<file path="config.mk">
export PLATFORM = sky130hd
export DESIGN_NAME = gebt_ctrl
export DESIGN_NICKNAME = d
export VERILOG_FILES = /design/src/hdl/gebt_pkg.sv /design/src/hdl/gebt_ctrl.sv
export SDC_FILE = /design/constraint.sdc
export NUM_CORES = 1
export LEC_CHECK = 0
export BUFFER_PORTS_ARGS = -buffer_cell sky130_fd_sc_hd__buf_4
export CORE_AREA = 3 3 40 42
export CTS_CLUSTER_SIZE = 30
export DETAILED_ROUTE_END_ITERATION = 16
export DIE_AREA = 0 0 43 45
export GPL_TIMING_DRIVEN = 0
export SYNTH_ARGS = -nofsm -noshare
export SYNTH_HDL_FRONTEND = slang
export SYNTH_SLANG_ARGS = --single-unit
</file>
<file path="constraint.sdc">
create_clock -name clk -period 1.2 [get_ports clk]
set_clock_uncertainty 0.1 [all_clocks]
set_input_delay 0.24 -clock clk [delete_from_list [all_inputs] [get_ports clk]]
set_output_delay 0.24 -clock clk [all_outputs]
set_load 0.1 [all_outputs]
</file>
<file path="src/hdl/gebt_pkg.sv">
package gebt_pkg;

	localparam int EdgeCapacityDefault = 64;
	localparam int DataW = 32;
	localparam int LabelW = 8;
	localparam int DegW = 7;
	localparam int InTdataW = 144;
	localparam int OutTdataW = 144;
	// Internal result word: the tdata fields with the last flag on top.
	localparam int ResW = 139;

	typedef enum logic [3:0] {
		CMD_ADD      = 4'd0,
		CMD_DEL_EDGE = 4'd1,
		CMD_DEL_VTX  = 4'd2,
		CMD_LIST_IN  = 4'd3,
		CMD_LIST_OUT = 4'd4,
		CMD_LIST_ALL = 4'd5,
		CMD_IN_DEG   = 4'd6,
		CMD_OUT_DEG  = 4'd7,
		CMD_SET_W    = 4'd8,
		CMD_GET      = 4'd9
	} cmd_t;

	typedef enum logic [1:0] {
		ST_OK       = 2'd0,
		ST_LABEL    = 2'd1,
		ST_NOTFOUND = 2'd2,
		ST_FULL     = 2'd3
	} status_t;

	typedef enum logic [2:0] {
		S_IDLE,
		S_READ,
		S_EVAL,
		S_EMIT,
		S_DONE
	} state_t;

	// Commands from the controller to the datapath.
	typedef struct packed {
		logic load;
		logic read_step;
		logic eval;
		logic emit;
		logic emit_done;
		logic out_pop;
	} ctrl_t;

	// Status back to the controller.
	typedef struct packed {
		logic scan_end;
		logic want_emit;
		logic out_full;
		logic no_result;
	} stat_t;

endpackage

</file>
<file path="src/hdl/gebt_ctrl.sv">
module gebt_ctrl (
	input  logic            clk,
	input  logic            arst_n,
	input  logic            in_fire,
	input  logic            out_ready,
	input  gebt_pkg::stat_t stat,
	output gebt_pkg::ctrl_t ctrl,
	output logic            busy
);
	import gebt_pkg::*;

	state_t state_q, state_d;

	// Next state.
	always_comb begin
		state_d = state_q;
		unique case (state_q)
			S_IDLE: if (in_fire) state_d = S_READ;
			S_READ: if (stat.scan_end) state_d = S_DONE;
				else state_d = S_EVAL;
			S_EVAL: if (stat.want_emit) state_d = S_EMIT;
				else state_d = S_READ;
			S_EMIT: if (!stat.out_full || out_ready) state_d = S_READ;
			S_DONE: if (stat.no_result) state_d = S_IDLE;
				else if (!stat.out_full || out_ready) state_d = S_IDLE;
			default: state_d = S_IDLE;
		endcase
	end

	// Command outputs.
	always_comb begin
		ctrl = '0;
		busy = (state_q != S_IDLE);
		ctrl.out_pop = stat.out_full && out_ready;
		unique case (state_q)
			S_IDLE: ctrl.load = in_fire;
			S_READ: ctrl.read_step = !stat.scan_end;
			S_EVAL: ctrl.eval = 1'b1;
			S_EMIT: ctrl.emit = !stat.out_full || out_ready;
			S_DONE: ctrl.emit_done = !stat.no_result && (!stat.out_full || out_ready);
			default: ctrl.load = 1'b0;
		endcase
	end

	always_ff @(posedge clk or negedge arst_n) begin
		if (!arst_n) state_q <= S_IDLE;
		else state_q <= state_d;
	end

endmodule

</file>
==> results of run 1 <==
[what timing repair did]
| action | CTS | global route |
|---|---|---|
| hold endpoints to repair | 3 | 0 |
| setup buffers | 8 | 1 |
| hold buffers | 1 | 0 |
| resized for setup | 12 | 2 |
| setup endpoints to repair | 7 | 7 |
| pin swaps | 6 | 7 |
[worst max-delay path by stage]
stage                     startpoint      end  slack [ns]  cells past startpoint
after floorplan           state_q[2]  ctrl[1]       -0.80                      2
after CTS                 state_q[1]  ctrl[5]       -0.55                      4
final                     state_q[0]  ctrl[5]       -0.54                      3
after detailed placement  state_q[1]  ctrl[5]       -0.44                      4
after global routing      state_q[0]  ctrl[5]       -0.58                      3
after global placement    state_q[1]  ctrl[5]       -0.43                      4
[area by class of cell]
type / count / area [sq um]
Clock buffer: 4 / 26.28
Fill cell: 123 / 705.7
Inverter: 4 / 22.52
Multi-Input combinational cell: 17 / 190.2
Sequential cell: 3 / 77.57
Tap cell: 15 / 18.77
Timing Repair Buffer: 23 / 244.0
[per-layer routing]
layer | part of all wire | wire length (um) | vias to the layer above
met5 | 0 | 0 | -
met4 | 0 | 0 | 0
met3 | 0.12 | 93 | 0
met2 | 0.48 | 374 | 15
met1 | 0.40 | 316 | 134
li1 | - | - | 140
[kinds of logic after synthesis]
logic type      after synthesis
mux                           1
buf+inv                       5
flops                         3
compound gates                4
simple gates                 12
[critical path: cells and delay by family, from the launching register on]
family                 cells  cell delay, ns
buffers and inverters      1            0.18
flip-flops                 1            0.44
AND/OR/NAND/NOR            2            0.55
[Yosys cell counts]
library cell / n / share of area
a211oi_1: 1 / 0.037
and2b_1: 1 / 0.037
mux2i_1: 1 / 0.049
clkbuf_2: 1 / 0.025
and2_1: 1 / 0.031
a21oi_1: 2 / 0.049
nand3b_1: 1 / 0.037
nand2b_1: 1 / 0.031
nor3_1: 1 / 0.025
dfrtp_1: 3 / 0.37
inv_2: 1 / 0.019
a21oi_2: 1 / 0.043
inv_1: 3 / 0.056
nor2_1: 2 / 0.037
or3_1: 2 / 0.062
nor4_1: 3 / 0.093
[per-stage QoR]
step	util	hold WS, ns	setup TNS (ns)
global route	0.4508	0.1748	-3.258
CTS	0.4576	0.1562	-3.252
floorplan	-	-0.1556	-3.727
global placement	0.3272	-0.07021	-1.885
finish	0.4508	0.1647	-2.920
detailed placement	0.3272	-0.06670	-1.845
==> flow_summary.toml, run 1 <==
[status]
status = "finished with violations"
violations = "negative setup slack"

[clocking]
htree_levels = 1
clkTransAtPathRegs_ns = 0.04
cts_num_sinks = 3
insertion_delay_ns = 0.23
cts_made_buffers = 3
root_buffer = "clkbuf_4"
max-clock-path-buffers = 2
cts_tree = "done"

[cells_and_area]
stdcell_area_sq_um = 579.3
largest_reg_flops = 3
largest_register = "state_q"
fin_cells = 66
drive_above_1_share = 0.7647
n_antenna_cell = 0
nets = 60
syn2layout_area_growth_pct = 185.8
reg_top3 = "state_q: 3 flops"
final_common_cell = "buf_4"
layout_common_cells = "buf_4 (13), buf_6 (5), buf_12 (4)"

[placement]
place_ws_ns = -0.4377
dpl_cell_area_sq_um = 420.4
finalWeightedCongestion = 0.6956
port_buffers = 14
dp_hpwl_um = 490.7
placed_cells_incl_taps = 54

[synth]
ys_warn_count = 0
synth_compound_area_frac = 0.1296
synth_mux_area_frac = 0.04938
synth_top_family_by_area = "simple AND/OR/NAND/NOR gates"
synthSimpleGateAreaFrac = 0.3519
synthAdderAreaFrac = 0
avgSynthCellArea_sq_um = 8.108
synth.distinct_cells = 16
seq_area_frac_synth = 0.3704
synth_nets = 33
ys_ff_latch = 3
syn-instance-count = 25
synth_xor_area_frac = 0
syn_area_sq_um = 202.7

[route]
drt_iter0_markers = 3
wirelength_um = 785
ant_nets = 0
wl_per_cell_um = 11.89
vias_per_cell = 4.379
vias = 289
drcViolationCount = 0
dr.pass1.iters = 2

[worst_setup_path]
cp_slowest_cell = "dfrtp_2"
reg2reg_from = "state_q[2]"
start_kind = "register"
worst_r2r_path_depth = 3
arrival_ns = 1.40
worstSetupPathType = "reg2out"
endpoint_kind = "output pin"
cp_max_fo = 3
cp_slowest_stage_delay_ns = 0.44
rr_endpoint = "state_q[2]"
required_ns = 0.86
rrSetupSlack_ns = -0.04
worstPathCellList = "or3_4 > nor2_4 > buf_12"

[timing]
setup_viol = 7
tightest_slew_ns = 0.2792
hold_viol_final = 0
finalCritPeriodShare = 1.450
fin_ws_ns = -0.5398
slew-limit-headroom = 0.8154
finalMaxSlewViolations = 0
fmax_mhz = 574.8
period_needed_ns = 1.740
rsz0062_at_grt = "true"

[global_routing]
grt_pass1_vias = 314
use_met2 = 0.1527
grt_max_degree = 6
grt_pass1_wl_um = 1311
met3_usage = 0.03984
antenna_found_initial = 0
use_met1 = 0.1063
grt_overflow = 0
grt_busiest_layer = "met2"
grt.total_usage = 0.09500

[floorplanning]
start_util = 0.1577
row_count = 13
io_pins = 15
fp.dieW_um = 43
die_area_sq_um = 1935
die_y_um = 45
core_area_sq_um = 1285

[hold_path]
min_from = "in_fire"
hp-class = "in2reg"
worstHoldPathCells = 3
holdPathEnd = "state_q[0]"

[run]
cap_violations = 0
Power of run 1 is left out: the tool's default activity adds up to more than one toggle a clock period on the data nets, which glitch-free logic cannot reach.
==> inputs of run 2 (changes only) <==
--- a/config.mk
+++ b/config.mk
@@ -7,6 +7,7 @@
 export LEC_CHECK = 0
 export BUFFER_PORTS_ARGS = -buffer_cell sky130_fd_sc_hd__buf_4
 export CORE_AREA = 3 3 40 42
+export CTS_BUF_LIST = sky130_fd_sc_hd__clkbuf_16
 export CTS_CLUSTER_SIZE = 30
 export DETAILED_ROUTE_END_ITERATION = 16
 export DIE_AREA = 0 0 43 45
==> run 2 against run 1 <==
  * The flow still finishes with violations (negative setup slack)
  * Sequential cell count did not move
  * Final cell count rose by 3.0%
  * Count of clock-buffer cells in the layout fell by 1
  * Maximum frequency rose by 0.70%
  * First-iteration DRC count fell by 67%
  * Critical path depth did not move
  * Register-to-register slack got worse by 0.07 ns
  * Via count did not move
  * Utilization rose by 5.7 points
  * Die area did not move
  * Design area rose by 13%
  * Routed wire length rose by 1.7%
==> flow_summary.toml, run 2 (synthesis results as in run 1) <==
[status]
status = "finished with violations"
violations = "negative setup slack"

[route]
wl_per_cell_um = 11.74
route.met2.wl_um = 379
vias_per_cell = 4.250
wl_met1_um = 309
highest_layer = "met3"
drt_iter0_markers = 1
vias = 289
ant_nets = 0
drcViolationCount = 0
wirelength_um = 798
wl_met3_um = 109
dr.pass1.iters = 2

[worst_setup_path]
crit_cells = 3
reg2reg_from = "state_q[2]"
endpoint = "ctrl[5]"
crit_start = "state_q[0]"
worstPathCellList = "or3_4 > nor2_4 > buf_12"
critical-path-top-delay-family = "simple AND/OR/NAND/NOR gates"
arrival_ns = 1.39
rrSetupSlack_ns = -0.11
start_kind = "register"
cp_slowest_cell = "dfrtp_2"
required_ns = 0.86
worst-path-buf-inv = 1
worstSetupPathType = "reg2out"
rr_endpoint = "state_q[2]"
cp_max_fo = 3
worst_r2r_path_depth = 4
cp_slowest_stage_delay_ns = 0.44
endpoint_kind = "output pin"

[timing]
rsz0062_at_grt = "true"
finalCritPeriodShare = 1.440
finalMaxSlewViolations = 0
hold_ws_ns = 0.1767
slew-limit-headroom = 0.8154
setup_viol = 7
period_needed_ns = 1.728
fmax_mhz = 578.8
tightest_slew_ns = 0.2792
hold_viol_final = 0
fin_ws_ns = -0.5277

[cells_and_area]
drive_above_1_share = 0.7736
largest_register = "state_q"
reg_top3 = "state_q: 3 flops"
n_antenna_cell = 0
n_fill_cell = 115
final_util = 0.5083
final_common_cell = "buf_4"
largest_reg_flops = 3
nets = 62
syn2layout_area_growth_pct = 222.2
layout_common_cells = "buf_4 (14), buf_6 (5), buf_12 (4)"

[run]
cap_violations = 0

[clocking]
htree_levels = 1
clkTransAtPathRegs_ns = 0.03
root_buffer = "clkbuf_16"
cts_tree = "done"
cts_made_buffers = 3
insertion_delay_ns = 0.22
cts_num_sinks = 3
max-clock-path-buffers = 2

[placement]
port_buffers = 14
finalWeightedCongestion = 0.6956
dp_hpwl_um = 490.7
place_ws_ns = -0.4377

[hold_path]
hp-class = "in2reg"

[global_routing]
grt_max_degree = 6
grt_pass1_vias = 318
grt_overflow = 0
grt.total_usage = 0.1017
antenna_found_initial = 0
grt_pass1_wl_um = 1352

[floorplanning]
start_util = 0.1577
die_area_sq_um = 1935
die_y_um = 45
io_pins = 15
fp.dieW_um = 43
row_count = 13
core_area_sq_um = 1285
==> run 2: cell types whose count changed in the layout (fill, tap and decap cells not counted) <==
| cell | before | now |
|---|---|---|
| clkbuf_4 | 3 | 0 |
| inv_1 | 2 | 3 |
| clkbuf_8 | 0 | 1 |
| clkbuf_16 | 0 | 3 |
| buf_4 | 13 | 14 |
| clkbuf_1 | 1 | 0 |
==> run 2: repair_timing <==
item                                   CTS  global route
buffers inserted                         8             1
setup endpoints to repair                7             7
endpoints found under the hold margin    3             0
gates cloned                             0             0
gates resized for setup                 12             1
pin swaps                                6             4
hold buffers                             1             0
==> run 2: worst min path at each step <==
stage / start / end / cells after the start
after CTS: in_fire / state_q[0] / 3
after global routing: in_fire / state_q[0] / 3
after detailed placement: arst_n / state_q[1] / 1
after global placement: arst_n / state_q[1] / 1
final: in_fire / state_q[0] / 3
after floorplan: arst_n / state_q[0] / 0
==> run 2: layer usage <==
layer,up-vias,global-route usage
li1,144,-
met1,128,0.1087
met2,17,0.1557
met3,0,0.06375
met4,0,0.05422
met5,-,0
==> run 2: tightest hold or removal path, delay by kind of cell <==
kind / cells / cell delay [ns]
AND/OR/NAND/NOR: 1 / 0.07
AO/OA/AOI/OAI: 1 / 0.05
buffers and inverters: 1 / 0.09
==> run 2: cell type report <==
class	instances	area (sq um)	area share
multi-input combinational	17	190.2	0.2912
timing repair buffer	24	251.5	0.3851
tap	15	18.77	0.02874
clock inverter	1	3.754	0.005747
sequential	3	77.57	0.1188
clock buffer	3	75.07	0.1149
buffer	1	13.76	0.02107
inverter	4	22.52	0.03448
==> run 2: through the flow <==
stage / setup TNS, ns / std cells / area [sq um]
6_report: -3.010 / 68 / 653.1
5_1_grt: -3.287 / 68 / 653.1
4_1_cts: -3.142 / 67 / 640.6
3_5_place_dp: -1.845 / 54 / 420.4
3_3_place_gp: -1.885 / 54 / 420.4
2_1_floorplan: -3.727 / 25 / 296.5
Power of run 2 is left out for the same reason.
